--- src/rtl/rfb_pkg.sv ---
`timescale 1ns / 1ps
`default_nettype none
// Shared types and constants of the ring FIFO block: request codes, field
// widths and the command word that travels from the front end to the back end.
// No dependencies.

package rfb_pkg;

    localparam int REQ_W  = 3;
    localparam int WORD_W = 32;
    localparam int CNT_W  = 6;
    localparam int SIZE_W = 7;
    localparam int OCC_W  = 6;
    localparam int FREE_W = 7;

    localparam logic [REQ_W-1:0] REQ_PUSH    = 3'd0;
    localparam logic [REQ_W-1:0] REQ_POP     = 3'd1;
    localparam logic [REQ_W-1:0] REQ_PEEK    = 3'd2;
    localparam logic [REQ_W-1:0] REQ_BPOP    = 3'd3;
    localparam logic [REQ_W-1:0] REQ_BPEEK   = 3'd4;
    localparam logic [REQ_W-1:0] REQ_BREMOVE = 3'd5;
    localparam logic [REQ_W-1:0] REQ_CLEAR   = 3'd6;

    // A decoded request. The flags are worked out by the front end so the back
    // end only has to look at the ring state.
    typedef struct packed {
        logic [REQ_W-1:0]  op;
        logic [WORD_W-1:0] data;
        logic [CNT_W-1:0]  count;
        logic              reads;   // returns stored words
        logic              burst;   // length taken from count
        logic              moves;   // advances the read index
    } t_cmd;

endpackage

`default_nettype wire

--- src/rtl/rfb_ifs.sv ---
`timescale 1ns / 1ps
`default_nettype none
// Valid/ready channel interfaces of the ring FIFO block: request, response
// and configuration. Depends on rfb_pkg for the field widths.

interface rfb_req_if;
    logic                        valid;
    logic                        ready;
    logic [rfb_pkg::REQ_W-1:0]   req_type;
    logic [rfb_pkg::WORD_W-1:0]  data_in;
    logic [rfb_pkg::CNT_W-1:0]   count_req;

    modport source (output valid, req_type, data_in, count_req, input ready);
    modport sink   (input valid, req_type, data_in, count_req, output ready);
endinterface

interface rfb_rsp_if;
    logic                        valid;
    logic                        ready;
    logic [rfb_pkg::WORD_W-1:0]  data_out;
    logic                        data_valid;
    logic [rfb_pkg::CNT_W-1:0]   items_done;
    logic [rfb_pkg::OCC_W-1:0]   occupancy;
    logic [rfb_pkg::FREE_W-1:0]  free_slots;
    logic                        last;

    modport source (output valid, data_out, data_valid, items_done, occupancy,
                    free_slots, last, input ready);
    modport sink   (input valid, data_out, data_valid, items_done, occupancy,
                    free_slots, last, output ready);
endinterface

interface rfb_cfg_if;
    logic                        valid;
    logic                        ready;
    logic [rfb_pkg::SIZE_W-1:0]  ring_size;

    modport source (output valid, ring_size, input ready);
    modport sink   (input valid, ring_size, output ready);
endinterface

`default_nettype wire

--- src/rtl/rfb_front.sv ---
`timescale 1ns / 1ps
`default_nettype none
// Front end of the ring FIFO block: accepts request transactions, decodes
// them into commands and holds them in a two-entry queue for the back end.
// Depends on rfb_pkg and rfb_req_if.

module rfb_front (
    input  wire logic        i_clk,
    input  wire logic        i_rst_n,
    rfb_req_if.sink          i_req,
    output rfb_pkg::t_cmd    o_cmd,
    output logic             o_cmd_valid,
    input  wire logic        i_cmd_take
);

    rfb_pkg::t_cmd r_q [2];
    logic          r_wptr, n_wptr;
    logic          r_rptr, n_rptr;
    logic [1:0]    r_cnt, n_cnt;
    rfb_pkg::t_cmd n_cmd;
    logic          push;
    logic          pop;

    always_comb begin
        n_cmd.op    = i_req.req_type;
        n_cmd.data  = i_req.data_in;
        n_cmd.count = i_req.count_req;
        n_cmd.reads = i_req.req_type inside {rfb_pkg::REQ_POP, rfb_pkg::REQ_PEEK,
                                             rfb_pkg::REQ_BPOP, rfb_pkg::REQ_BPEEK};
        n_cmd.burst = i_req.req_type inside {rfb_pkg::REQ_BPOP, rfb_pkg::REQ_BPEEK};
        n_cmd.moves = i_req.req_type inside {rfb_pkg::REQ_POP, rfb_pkg::REQ_BPOP};
    end

    assign i_req.ready = (r_cnt != 2'd2);
    assign push        = i_req.valid && i_req.ready;
    assign o_cmd_valid = (r_cnt != 2'd0);
    assign pop         = i_cmd_take && o_cmd_valid;
    assign o_cmd       = r_q[r_rptr];

    always_comb begin
        n_wptr = push ? ~r_wptr : r_wptr;
        n_rptr = pop ? ~r_rptr : r_rptr;
        n_cnt  = r_cnt;
        if (push && !pop) begin
            n_cnt = r_cnt + 2'd1;
        end else if (pop && !push) begin
            n_cnt = r_cnt - 2'd1;
        end
    end

    always_ff @(posedge i_clk) begin
        if (!i_rst_n) begin
            r_wptr <= 1'b0;
            r_rptr <= 1'b0;
            r_cnt  <= 2'd0;
        end else begin
            r_wptr <= n_wptr;
            r_rptr <= n_rptr;
            r_cnt  <= n_cnt;
        end
    end

    always_ff @(posedge i_clk) begin
        if (push) begin
            r_q[r_wptr] <= n_cmd;
        end
    end

endmodule

`default_nettype wire

--- src/rtl/rfb_back.sv ---
`timescale 1ns / 1ps
`default_nettype none
// Back end of the ring FIFO block: owns the ring indices, the slot memory and
// the ring size, executes commands and drives the response channel.
// Depends on rfb_pkg and rfb_rsp_if.

module rfb_back #(
    parameter int DEPTH      = 64,
    parameter int DATA_WIDTH = 32
) (
    input  wire logic                         i_clk,
    input  wire logic                         i_rst_n,
    input  wire rfb_pkg::t_cmd                i_cmd,
    input  wire logic                         i_cmd_valid,
    output logic                              o_cmd_take,
    input  wire logic                         i_cfg_we,
    input  wire logic [rfb_pkg::SIZE_W-1:0]   i_cfg_size,
    rfb_rsp_if.source                         o_rsp
);

    localparam int SW = $clog2(DEPTH + 1);
    localparam int IW = $clog2(DEPTH);
    localparam int CW = (SW + 1 > 7) ? SW + 1 : 7;

    typedef struct packed {
        logic                         dv;
        logic [rfb_pkg::CNT_W-1:0]    done;
        logic [rfb_pkg::OCC_W-1:0]    occ;
        logic [rfb_pkg::FREE_W-1:0]   free;
        logic                         last;
    } t_pend;

    typedef struct packed {
        logic [rfb_pkg::WORD_W-1:0]   data;
        t_pend                        meta;
    } t_out;

    logic [DATA_WIDTH-1:0]  r_mem [DEPTH];
    logic [DATA_WIDTH-1:0]  r_rd_data;

    logic [SW-1:0]              r_eff, n_eff;
    logic [IW-1:0]              r_rd_idx, n_rd_idx;
    logic [IW-1:0]              r_wr_idx, n_wr_idx;
    logic                       r_burst_act, n_burst_act;
    logic [IW-1:0]              r_burst_idx, n_burst_idx;
    logic [rfb_pkg::CNT_W-1:0]  r_burst_left, n_burst_left;
    t_pend                      r_burst_res, n_burst_res;
    logic                       r_pend_valid, n_pend_valid;
    t_pend                      r_pend, n_pend;
    logic                       r_out_valid, n_out_valid;
    t_out                       r_out;

    logic           mem_we;
    logic           mem_re;
    logic [IW-1:0]  raddr;
    logic [CW-1:0]  s_c;
    logic [CW-1:0]  occ_c;
    logic [CW-1:0]  items_c;
    logic           out_load;
    logic           pend_free;

    function automatic logic [IW-1:0] adv(input logic [IW-1:0] idx,
                                          input logic [CW-1:0] by,
                                          input logic [CW-1:0] size);
        logic [CW-1:0] sum;
        sum = CW'(idx) + by;
        if (sum >= size) begin
            sum = sum - size;
        end
        return IW'(sum);
    endfunction

    assign s_c   = CW'(r_eff);
    assign occ_c = (r_wr_idx >= r_rd_idx) ? CW'(r_wr_idx) - CW'(r_rd_idx)
                                          : CW'(r_wr_idx) + s_c - CW'(r_rd_idx);
    assign items_c = (CW'(i_cmd.count) <= occ_c) ? CW'(i_cmd.count) : occ_c;

    assign out_load  = r_pend_valid && (!r_out_valid || o_rsp.ready);
    assign pend_free = !r_pend_valid || out_load;

    always_comb begin
        int            cfg_v;
        logic [CW-1:0] lim;
        logic [CW-1:0] occ_a;
        logic [rfb_pkg::CNT_W-1:0] done;
        logic          dv;
        logic          fin;

        cfg_v        = int'(i_cfg_size);
        lim          = '0;
        occ_a        = occ_c;
        done         = '0;
        dv           = 1'b0;
        fin          = 1'b1;
        n_eff        = r_eff;
        n_rd_idx     = r_rd_idx;
        n_wr_idx     = r_wr_idx;
        n_burst_act  = r_burst_act;
        n_burst_idx  = r_burst_idx;
        n_burst_left = r_burst_left;
        n_burst_res  = r_burst_res;
        n_pend       = r_pend;
        n_pend_valid = r_pend_valid && !out_load;
        o_cmd_take   = 1'b0;
        mem_we       = 1'b0;
        mem_re       = 1'b0;
        raddr        = r_rd_idx;

        if (i_cfg_we) begin
            // A new ring size empties the FIFO.
            if (cfg_v < 2) begin
                n_eff = SW'(2);
            end else if (cfg_v > DEPTH) begin
                n_eff = SW'(DEPTH);
            end else begin
                n_eff = SW'(cfg_v);
            end
            n_rd_idx = '0;
            n_wr_idx = '0;
        end else if (r_burst_act) begin
            if (pend_free) begin
                mem_re       = 1'b1;
                raddr        = r_burst_idx;
                n_pend_valid = 1'b1;
                n_pend       = r_burst_res;
                n_pend.last  = (r_burst_left == rfb_pkg::CNT_W'(1));
                n_burst_idx  = adv(r_burst_idx, CW'(1), s_c);
                n_burst_left = r_burst_left - rfb_pkg::CNT_W'(1);
                if (r_burst_left == rfb_pkg::CNT_W'(1)) begin
                    n_burst_act = 1'b0;
                end
            end
        end else if (i_cmd_valid && pend_free) begin
            o_cmd_take = 1'b1;
            if (i_cmd.reads) begin
                if (i_cmd.burst) begin
                    lim = items_c;
                end else begin
                    lim = (occ_c != '0) ? CW'(1) : '0;
                end
                if (lim != '0) begin
                    mem_re = 1'b1;
                    raddr  = r_rd_idx;
                    dv     = 1'b1;
                    done   = rfb_pkg::CNT_W'(lim);
                    if (i_cmd.moves) begin
                        n_rd_idx = adv(r_rd_idx, lim, s_c);
                        occ_a    = occ_c - lim;
                    end
                    // The first word goes out now; the rest follow one a cycle while the result stage is free.
                    if (lim > CW'(1)) begin
                        fin          = 1'b0;
                        n_burst_act  = 1'b1;
                        n_burst_idx  = adv(r_rd_idx, CW'(1), s_c);
                        n_burst_left = rfb_pkg::CNT_W'(lim - CW'(1));
                    end
                end
            end else begin
                case (i_cmd.op)
                    rfb_pkg::REQ_PUSH: begin
                        if (occ_c < s_c - CW'(1)) begin
                            mem_we   = 1'b1;
                            n_wr_idx = adv(r_wr_idx, CW'(1), s_c);
                            occ_a    = occ_c + CW'(1);
                            done     = rfb_pkg::CNT_W'(1);
                        end
                    end
                    rfb_pkg::REQ_BREMOVE: begin
                        n_rd_idx = adv(r_rd_idx, items_c, s_c);
                        occ_a    = occ_c - items_c;
                        done     = rfb_pkg::CNT_W'(items_c);
                    end
                    rfb_pkg::REQ_CLEAR: begin
                        n_rd_idx = '0;
                        n_wr_idx = '0;
                        occ_a    = '0;
                        done     = rfb_pkg::CNT_W'(occ_c);
                    end
                    default: begin
                    end
                endcase
            end
            n_pend_valid     = 1'b1;
            n_pend.dv        = dv;
            n_pend.done      = done;
            n_pend.occ       = rfb_pkg::OCC_W'(occ_a);
            n_pend.free      = rfb_pkg::FREE_W'(s_c - occ_a);
            n_pend.last      = fin;
            n_burst_res      = n_pend;
        end
    end

    always_comb begin
        n_out_valid = r_out_valid;
        if (out_load) begin
            n_out_valid = 1'b1;
        end else if (o_rsp.ready) begin
            n_out_valid = 1'b0;
        end
    end

    always_ff @(posedge i_clk) begin
        if (!i_rst_n) begin
            r_eff        <= SW'(DEPTH);
            r_rd_idx     <= '0;
            r_wr_idx     <= '0;
            r_burst_act  <= 1'b0;
            r_burst_left <= '0;
            r_pend_valid <= 1'b0;
            r_out_valid  <= 1'b0;
        end else begin
            r_eff        <= n_eff;
            r_rd_idx     <= n_rd_idx;
            r_wr_idx     <= n_wr_idx;
            r_burst_act  <= n_burst_act;
            r_burst_left <= n_burst_left;
            r_pend_valid <= n_pend_valid;
            r_out_valid  <= n_out_valid;
        end
    end

    always_ff @(posedge i_clk) begin
        r_burst_idx <= n_burst_idx;
        r_burst_res <= n_burst_res;
        r_pend      <= n_pend;
        if (out_load) begin
            r_out.data <= r_pend.dv ? rfb_pkg::WORD_W'(r_rd_data) : '0;
            r_out.meta <= r_pend;
        end
    end

    always_ff @(posedge i_clk) begin
        if (mem_we) begin
            r_mem[r_wr_idx] <= DATA_WIDTH'(i_cmd.data);
        end
        if (mem_re) begin
            r_rd_data <= r_mem[raddr];
        end
    end

    assign o_rsp.valid      = r_out_valid;
    assign o_rsp.data_out   = r_out.data;
    assign o_rsp.data_valid = r_out.meta.dv;
    assign o_rsp.items_done = r_out.meta.done;
    assign o_rsp.occupancy  = r_out.meta.occ;
    assign o_rsp.free_slots = r_out.meta.free;
    assign o_rsp.last       = r_out.meta.last;

    a_idx_bound: assert property (@(posedge i_clk) disable iff (!i_rst_n)
        (SW'(r_rd_idx) < r_eff) && (SW'(r_wr_idx) < r_eff))
        else $error("ring index outside the ring");

    a_burst_left: assert property (@(posedge i_clk) disable iff (!i_rst_n)
        r_burst_act |-> (r_burst_left != '0))
        else $error("burst active with no words left");

    a_take_idle: assert property (@(posedge i_clk) disable iff (!i_rst_n)
        o_cmd_take |-> (!r_burst_act && pend_free))
        else $error("command taken while a burst or the result stage is busy");

    a_pend_hold: assert property (@(posedge i_clk) disable iff (!i_rst_n)
        (r_pend_valid && r_out_valid && !o_rsp.ready) |=>
        (r_pend_valid && $stable(r_pend)))
        else $error("pending result lost under stall");

    a_burst_stall: assert property (@(posedge i_clk) disable iff (!i_rst_n)
        (r_burst_act && !pend_free) |=> (r_burst_act && $stable(r_burst_left)))
        else $error("burst advanced while stalled");

endmodule

`default_nettype wire

--- src/rtl/ring_fifo_burst.sv ---
`timescale 1ns / 1ps
`default_nettype none
// Top level of the ring FIFO block: front end, command queue and back end.
// Depends on rfb_pkg, rfb_ifs, rfb_front and rfb_back.
//
//   channel   direction  type        moves
//   i_req     in         rfb_req_if  one request per transaction
//   o_rsp     out        rfb_rsp_if  one result per transaction
//   i_cfg     in         rfb_cfg_if  ring size write, always ready
//
// Push, pop, peek, remove and clear sustain one transaction per cycle while
// the response side does not stall; a burst read returns its words one after
// another, limited by the single read port of the slot memory.
// An accepted request is written into the command queue; the back end then
// reads the slot memory and registers the pending result, and the output
// register holds it for the response channel. Reset sets the ring size to
// DEPTH and empties the FIFO. The two-entry command queue buffers requests
// while the response side stalls; the output register holds a result until taken.

module ring_fifo_burst #(
    parameter int DEPTH      = 64,
    parameter int DATA_WIDTH = 32
) (
    input  wire logic   i_clk,
    input  wire logic   i_rst_n,
    rfb_req_if.sink     i_req,
    rfb_rsp_if.source   o_rsp,
    rfb_cfg_if.sink     i_cfg
);

    rfb_pkg::t_cmd cmd;
    logic          cmd_valid;
    logic          cmd_take;

    assign i_cfg.ready = 1'b1;

    rfb_front u_front (
        .i_clk       (i_clk),
        .i_rst_n     (i_rst_n),
        .i_req       (i_req),
        .o_cmd       (cmd),
        .o_cmd_valid (cmd_valid),
        .i_cmd_take  (cmd_take)
    );

    rfb_back #(
        .DEPTH      (DEPTH),
        .DATA_WIDTH (DATA_WIDTH)
    ) u_back (
        .i_clk       (i_clk),
        .i_rst_n     (i_rst_n),
        .i_cmd       (cmd),
        .i_cmd_valid (cmd_valid),
        .o_cmd_take  (cmd_take),
        .i_cfg_we    (i_cfg.valid && i_cfg.ready),
        .i_cfg_size  (i_cfg.ring_size),
        .o_rsp       (o_rsp)
    );

endmodule

`default_nettype wire

--- src/flat_wrapper.sv ---
// flat-port wrapper written by rule: the top's interface ports become plain ports
module ring_fifo_burst_flat 
#(
    parameter int DEPTH      = 64,
    parameter int DATA_WIDTH = 32
)
  (i_clk, i_rst_n, i_req_valid, i_req_req_type, i_req_data_in, i_req_count_req, i_req_ready, o_rsp_valid, o_rsp_data_out, o_rsp_data_valid, o_rsp_items_done, o_rsp_occupancy, o_rsp_free_slots, o_rsp_last, o_rsp_ready, i_cfg_valid, i_cfg_ring_size, i_cfg_ready);
  rfb_req_if i_req_i ();
  rfb_rsp_if o_rsp_i ();
  rfb_cfg_if i_cfg_i ();
  input  wire logic i_clk;
  input  wire logic i_rst_n;
  input wire logic [$bits(i_req_i.valid)-1:0] i_req_valid;
  input wire logic [$bits(i_req_i.req_type)-1:0] i_req_req_type;
  input wire logic [$bits(i_req_i.data_in)-1:0] i_req_data_in;
  input wire logic [$bits(i_req_i.count_req)-1:0] i_req_count_req;
  output wire logic [$bits(i_req_i.ready)-1:0] i_req_ready;
  output wire logic [$bits(o_rsp_i.valid)-1:0] o_rsp_valid;
  output wire logic [$bits(o_rsp_i.data_out)-1:0] o_rsp_data_out;
  output wire logic [$bits(o_rsp_i.data_valid)-1:0] o_rsp_data_valid;
  output wire logic [$bits(o_rsp_i.items_done)-1:0] o_rsp_items_done;
  output wire logic [$bits(o_rsp_i.occupancy)-1:0] o_rsp_occupancy;
  output wire logic [$bits(o_rsp_i.free_slots)-1:0] o_rsp_free_slots;
  output wire logic [$bits(o_rsp_i.last)-1:0] o_rsp_last;
  input wire logic [$bits(o_rsp_i.ready)-1:0] o_rsp_ready;
  input wire logic [$bits(i_cfg_i.valid)-1:0] i_cfg_valid;
  input wire logic [$bits(i_cfg_i.ring_size)-1:0] i_cfg_ring_size;
  output wire logic [$bits(i_cfg_i.ready)-1:0] i_cfg_ready;
  assign i_req_i.valid = i_req_valid;
  assign i_req_i.req_type = i_req_req_type;
  assign i_req_i.data_in = i_req_data_in;
  assign i_req_i.count_req = i_req_count_req;
  assign i_req_ready = i_req_i.ready;
  assign o_rsp_valid = o_rsp_i.valid;
  assign o_rsp_data_out = o_rsp_i.data_out;
  assign o_rsp_data_valid = o_rsp_i.data_valid;
  assign o_rsp_items_done = o_rsp_i.items_done;
  assign o_rsp_occupancy = o_rsp_i.occupancy;
  assign o_rsp_free_slots = o_rsp_i.free_slots;
  assign o_rsp_last = o_rsp_i.last;
  assign o_rsp_i.ready = o_rsp_ready;
  assign i_cfg_i.valid = i_cfg_valid;
  assign i_cfg_i.ring_size = i_cfg_ring_size;
  assign i_cfg_ready = i_cfg_i.ready;
  ring_fifo_burst #(.DEPTH(DEPTH), .DATA_WIDTH(DATA_WIDTH)) u_core (.i_clk(i_clk), .i_rst_n(i_rst_n), .i_req(i_req_i), .o_rsp(o_rsp_i), .i_cfg(i_cfg_i));
endmodule
--- config.mk ---
export PLATFORM = sky130hd
export DESIGN_NAME = ring_fifo_burst_flat
export DESIGN_NICKNAME = d
export VERILOG_FILES = /design/src/rtl/rfb_pkg.sv /design/src/rtl/rfb_ifs.sv /design/src/rtl/rfb_front.sv /design/src/rtl/rfb_back.sv /design/src/rtl/ring_fifo_burst.sv /design/src/flat_wrapper.sv
export SDC_FILE = /design/constraint.sdc
export NUM_CORES = 2
export LEC_CHECK = 0
export CORE_ASPECT_RATIO = 1.2
export CORE_MARGIN = 5
export CORE_UTILIZATION = 40
export CTS_CLUSTER_DIAMETER = 80
export DETAILED_ROUTE_END_ITERATION = 8
export DONT_BUFFER_PORTS = 1
export HOLD_SLACK_MARGIN = 0.08
export PLACE_DENSITY_LB_ADDON = 0.3
export SKIP_LAST_GASP = 1
export SYNTH_ARGS = -nofsm -noshare
export SYNTH_HDL_FRONTEND = slang
export SYNTH_SLANG_ARGS = --single-unit
--- constraint.sdc ---
create_clock -name i_clk -period 8.4 [get_ports i_clk]
set_input_delay 1.68 -clock i_clk [delete_from_list [all_inputs] [get_ports i_clk]]
set_output_delay 1.68 -clock i_clk [all_outputs]
set_load 0.02 [all_outputs]
# Yosys cells after proc, flatten, opt, wreduce, memory -nomap -nowiden
# Memories as Yosys holds them, arrays and structs flattened. A register that Yosys moved wholly into a read port is not among the register bits.
# Cells that the tools add are included.
# Widths: inputs -> output; s select.
# totals
regBits	132
latch_bits	0
ram_bits	2136
romBits	0
input_bits	53
wordCells	204
memories	2
# memory_table
memory	words	width	read_ports	rd_clocked_by_memory_dff	write_ports	line	source
u_core.u_back.r_mem	64	32	1	1	1	rfb_back.sv:38	logic [DATA_WIDTH-1:0] r_mem [DEPTH];
u_core.u_front.r_q	2	44	1	1	1	rfb_front.sv:16	rfb_pkg::t_cmd r_q [2];
# classes
add_sub_neg	22
multipliers	0
div	0
magnitude_cmp	11
eq_ne	12
shift	0
mux	90
bitwise_logic	6
n_reduce_logical	35
# op_table
operator	count
$mux 6	26
$mux 21	3
$mux 7	9
$mux 8	7
$mux 1	39
$sub 6x6->6	5
$pmux 6 s2	2
$add 6x1->7 const B	3
$ge 7x7->1	3
$pmux 7 s3	1
$sub 7x7->7	3
$reduce_bool 2->1	10
$pmux 6 s3	1
$add 6x8->8	2
$ge 8x7->1	2
$reduce_bool 8->1	2
$sub 6x1->6 const B	2
$reduce_and 5->1	2
$eq 3x3->1 const B	3
$add 6x7->8	1
$gt 8x1->1 const B	1
$le 6x8->1	1
$lt 8x8->1	1
$ne 2x2->1 const B	4
other kinds (24)	43

# Depth between registers and ports, before layout
# logic_depth
ltp_word	20
ltp_mapped	35
ltp_nobuf	34

# Modules after synthesis
# Synthesis repeated with hierarchy kept, for this count alone.
# unflattened
cells_unflattened	7158
area_unflattened_um2	95748.1
# by_module_without_submodules
module	n_inst	cells_per_inst	area_per_inst_um2	seq_area_each_um2
rfb_back	1	6989	92289.8	66023.3
rfb_front	1	167	3447.1	2742.6
ring_fifo_burst	1	2	11.3	0.0

# Worst setup path after synthesis
# OpenSTA, ideal clock, no wires.
# synth_path
path_type	input to register
startpoint	input port o_rsp_ready
endpoint	memory u_core.u_back.r_mem[63][0] (enable)
arrival_ps	6968
required_time_ps	7939
slack_ps	972
path_stages	5
path_cell_list	nor2b_1 -> and2_1 -> nor4_1 -> nand3_1 -> nor3_1
# synth_between
elab_chain_len	9
# synth_lines
element	line	source
start: declaration	flat_wrapper.sv:25	input wire logic [$bits(o_rsp_i.ready)-1:0] o_rsp_ready;
$logic_or 1x1->1	rfb_back.sv:78	assign out_load = r_pend_valid && (!r_out_valid || o_rsp.ready);
$logic_and 1x1->1	rfb_back.sv:78	
$logic_or 1x1->1	rfb_back.sv:79	assign pend_free = !r_pend_valid || out_load;
$logic_and 1x1->1	rfb_back.sv:133	end else if (i_cmd_valid && pend_free) begin
$mux 1	rfb_back.sv:133	
$mux 1	rfb_back.sv:120	end else if (r_burst_act) begin
$mux 1	rfb_back.sv:109	if (i_cfg_we) begin
$mux 1	rfb_back.sv:233	if (mem_we) begin
$mux 1 (implied by the code)	rfb_back.sv:234	r_mem[r_wr_idx] <= DATA_WIDTH'(i_cmd.data);
end: declaration	rfb_back.sv:38	
# Every way passes these cells.

# Final worst setup path
# layout_path
startpoint	register u_core.u_back.r_wr_idx[0]
endpoint	register u_core.u_back.r_pend[7] in the netlist's numbering (data pin)
# layout_between
elab_chain_len	20
elab_cells_between_ends	30
cone_classes	add/sub: 7; order compare: 3; mux: 18; reduce/logical: 2
# layout_lines
element	line	source
start: declaration	rfb_back.sv:43	logic [IW-1:0] r_wr_idx, n_wr_idx;
start signal: assignment	rfb_back.sv:214	r_wr_idx <= n_wr_idx;
$add 6x7->8	rfb_back.sv:75	: CW'(r_wr_idx) + s_c - CW'(r_rd_idx);
$sub 8x6->8	rfb_back.sv:75	
$mux 8 (*)	rfb_back.sv:74	assign occ_c = (r_wr_idx >= r_rd_idx) ? CW'(r_wr_idx) - CW'(r_rd_idx)
$le 6x8->1 / $reduce_bool 8->1 (equally long branches)	rfb_back.sv:76, rfb_back.sv:139	
$mux 8 / $mux 1 (equally long branches)	rfb_back.sv:76, rfb_back.sv:139	
$mux 8	rfb_back.sv:136	if (i_cmd.burst) begin
$mux 8	rfb_back.sv:135	if (i_cmd.reads) begin
$mux 8	rfb_back.sv:133	
[... 4 more ...]	n/a	
$mux 7	rfb_back.sv:141	if (lim != '0) begin
$mux 7 (*)	rfb_back.sv:135	
$mux 7 (*)	rfb_back.sv:133	
$mux 7 (*)	rfb_back.sv:120	
$mux 7 (*)	rfb_back.sv:109	
$sub 7x7->7 (*)	rfb_back.sv:187	n_pend.free = rfb_pkg::FREE_W'(s_c - occ_a);
$mux 21 (*)	rfb_back.sv:133	
$mux 21 (*)	rfb_back.sv:120	
end signal: assignment	rfb_back.sv:225	r_pend <= n_pend;
end: declaration	rfb_back.sv:49	t_pend r_pend, n_pend;
# Every way passes the cells marked *; elsewhere a longest branch is shown, timed or not. The select of a mux whose other input is x is not followed.
# A chain may end at the register's enable or synchronous reset.

==> run_results.csv <==
group,metric,value,unit
hold_path,hp-class,"reg2reg",
cts,clock-sinks,2301,
worst_setup_path,worstReg2RegStart,"u_core.u_back.r_wr_idx[0]$_SDFFE_PP0P_",
placement,hpwl,136900,µm
worst_setup_path,rr_endpoint,"u_core.u_back.r_pend[7]$_DFFE_PP_",
worst_setup_path,crit_slowest_cell,"dfxtp_1",
worst_setup_path,arrival,8.28,ns
power_and_ir_drop,p_total,35410,µW
cts,cts_buffers,220,
final_layout,layout.cells.non_filler,7967,
cts,post-cts-setup-buffer-count,0,
global_route,grt_pass1_vias,46390,
worst_setup_path,startpoint,"u_core.u_back.r_wr_idx[0]$_SDFFE_PP0P_",
worst_setup_path,crit_required,8.96,ns
final_layout,fillers,19340,
logic_synthesis,syn_avg_cell_area,20.68,µm²
power_and_ir_drop,power.density,334.4,nW/µm²
placement,dp.cells,7572,
logic_synthesis,seq_area_frac_synth,73.73,%
floorplan,io_pins,109,
logic_synthesis,synth_top_area_share,73.02,%
drt,num_vias,45220,
outcome,status,"completed",
worst_setup_path,critPathMaxFanout,8,
final_layout,regArea,68770,µm²
logic_synthesis,netlist_top_cells_area,"edfxtp_1, mux4_2, mux2i_1",
sta,worst_pin_slew,1.276,ns
job,drv_cap,0,
cts,clk_pin_slew,0.07,ns
sta,rsz0062_at_grt,"false",
placement,dp_slack,0.7038,ns
sta,skew,0.06243,ns
logic_synthesis,synth.most_common_cell,"edfxtp_1",
floorplan,die_width,450.8,µm
drt,top_layer_used,"met5",
cts,clk_path_buf_depth,4,
global_route,grt_pass1_wl,338700,µm
drt,routed_wl,237000,µm
global_route,grtUsageTotal,19.16,%
sta,min_period,7.723,ns
worst_setup_path,rr_worst_depth,32,
floorplan,core-area,232500,µm²
sta,slew_viol_final,0,
logic_synthesis,synth_cell_type_count,83,
cts,cts_tree,"built",
sta,slew_headroom,14.93,%
sta,hold_violations,0,
drt,vias_per_cell,5.676,
drt,first_iter_violations,4126,
cts,root_buffer,"clkbuf_16",
drt,met1Wirelength,92600,µm
sta,finalSetupTns,0,ns
power_and_ir_drop,vdd_drop_max,0.1854,mV
logic_synthesis,netlist_instances,4510,
final_layout,fin_nets,4928,
drt,antenna_left,0,
worst_setup_path,cp-endpoint,"u_core.u_back.r_pend[7]$_DFFE_PP_",
logic_synthesis,ys_seq_elements,2301,
floorplan,die-area,243000,µm²
logic_synthesis,synth_commonest_cells,"edfxtp_1, mux2i_1, mux4_2",
logic_synthesis,yosys_most_used_dff,"edfxtp_1",
final_layout,drive_gt1_share,24.72,%
worst_setup_path,endpoint_kind,"flop",
logic_synthesis,synth_nets,4682,
sta,setup_viol,0,
cts,cts_hold_buf,0,
sta,fmax,0.1295,GHz
drt,drc_errors,0,
worst_setup_path,cp-start-kind,"flop",
cts,post_cts_resized,0,
logic_synthesis,yosysTopAreaCell,"edfxtp_1",
cts,insertion_delay,0.88,ns
sta,fin_hold_ws,0.4181,ns
logic_synthesis,synth_edf_count,2268,
floorplan,num_rows,194,
worst_setup_path,r2r_slack,0.68,ns
floorplan,floorplan.initialDensity,40.11,%
placement,io_buffers,0,
sta,setup_ws,0.6774,ns
logic_synthesis,yosysWarnings,0,
drt,wl_met3,12680,µm
global_route,grt_max_degree,65,
worst_setup_path,cp_top_family,"compound AO/OA/AOI/OAI gates",
logic_synthesis,synth_area,93270,µm²
final_layout,area_growth_syn_to_layout,13.52,%
final_layout,multi_input_area,23790,µm²
drt,dr.pass1.iters,5,
global_route,overflow,0,
power_and_ir_drop,p_leak,0.03715,µW
worst_setup_path,critPathKind,"reg2reg",
drt,wl_met2,124000,µm
floorplan,die_h,539.0,µm
worst_setup_path,cp.buffers_inverters,4,
worst_setup_path,slowest_delay,0.48,ns
global_route,antenna_found_initial,7,
placement,place_congestion,0.8411,
drt,wl_per_cell,29.75,µm
sta,period_share,91.94,%
cts,htreeDepth,4,
worst_setup_path,cp.depth,32,
logic_synthesis,async_flop_share,0,%
-- power by group --
part,internal [µW],switching [µW]
sequential,14200,236
clock,5630,4210
combinational,4350,6760
-- sequential cells by signal, indices dropped and copies added (netlist names), 7 cells and up, named ones only --
name	cells
u_core.u_back.r_mem	2048
u_core.u_back.r_pend	21
u_core.u_back.r_burst_res	20
u_core.u_back.r_eff	7
u_core.u_back.o_rsp.free_slots	7
u_core.u_back.o_rsp.data_out	32
u_core.u_front.r_q	88
u_core.u_back.r_rd_data	32
-- cells in the final DEF (no fill, tap or decap), types with 17 or more instances in the layout --
cell type	n
a21o_1	30
a21oi_1	62
and2_1	38
buf_12	33
buf_4	193
bufinv_16	25
clkbuf_1	47
clkbuf_16	223
clkinv_1	44
clkinv_2	38
dfxtp_1	31
edfxtp_1	2268
fa_1	17
ha_1	102
inv_1	91
mux2_2	67
mux2i_1	505
mux4_2	512
nand2_1	73
nand3_1	40
nor2_1	61
nor2_4	64
nor3_1	30
o21ai_0	43
o22ai_1	21
xnor2_1	54
xor2_1	22
-- worst min-delay path by stage --
stage / cells after the start / from / slack [ns] / to
2_1_floorplan: 0 / u_core.u_back.r_pend[1]$_DFFE_PP_ / 0.40 / u_core.u_back.o_rsp.free_slots[0]$_DFFE_PP_
3_3_place_gp: 0 / u_core.u_back.r_pend[13]$_DFFE_PP_ / 0.40 / u_core.u_back.o_rsp.occupancy[5]$_DFFE_PP_
3_5_place_dp: 0 / u_core.u_back.r_pend[13]$_DFFE_PP_ / 0.40 / u_core.u_back.o_rsp.occupancy[5]$_DFFE_PP_
4_1_cts: 0 / u_core.u_back.r_pend[13]$_DFFE_PP_ / 0.42 / u_core.u_back.o_rsp.occupancy[5]$_DFFE_PP_
5_1_grt: 0 / u_core.u_back.r_pend[1]$_DFFE_PP_ / 0.42 / u_core.u_back.o_rsp.free_slots[0]$_DFFE_PP_
6_report: 0 / u_core.u_back.r_pend[13]$_DFFE_PP_ / 0.42 / u_core.u_back.o_rsp.occupancy[5]$_DFFE_PP_
-- metal layers --
| layer | global-route usage [%] | vias up |
|---|---|---|
| met5 | 0 | - |
| met4 | 5.857 | 2 |
| met1 | 24.43 | 24370 |
| met3 | 2.511 | 352 |
| met2 | 34.15 | 1461 |
| li1 | - | 19040 |
-- kinds of logic after synthesis --
logic type / Yosys count / share of synthesized area, %
flip-flops: 2301 / 73.73
multiplexers: 1091 / 18.67
AND/OR/NAND/NOR: 375 / 1.925
buffers and inverters: 294 / 1.388
AO/OA/AOI/OAI: 253 / 1.845
adder cells (fa/ha/maj): 119 / 1.733
XOR/XNOR: 76 / 0.7136
other: 1 / 0.004020
-- worst register-to-register path: cells and delay by family (launching register included) --
| kind | cells | cell delay, ns |
|---|---|---|
| buffers and inverters | 4 | 0.53 |
| XOR/XNOR | 3 | 0.35 |
| AO/OA/AOI/OAI | 11 | 2.53 |
| flip-flops | 1 | 0.48 |
| multiplexers | 3 | 0.82 |
| adder cells (fa/ha/maj) | 6 | 2.08 |
| AND/OR/NAND/NOR | 5 | 0.65 |
-- per-stage QoR --
stage,utilization (%),instance area [µm²]
6_report,45.53,105900
3_5_place_dp,42.50,98820
2_1_floorplan,-,93270
5_1_grt,45.53,105900
4_1_cts,45.53,105900
3_3_place_gp,42.50,98820
-- final cells by class --
class / count / area share (%)
flip-flops and latches: 2301 / 64.95
multi-input cells: 1915 / 22.47
clock buffers: 270 / 5.437
well taps: 3038 / 3.590
repair buffers: 226 / 1.992
clock inverters: 124 / 1.234
inverters: 92 / 0.3261
diodes: 1 / 0.002363
Power figures use the tool's default switching activity.
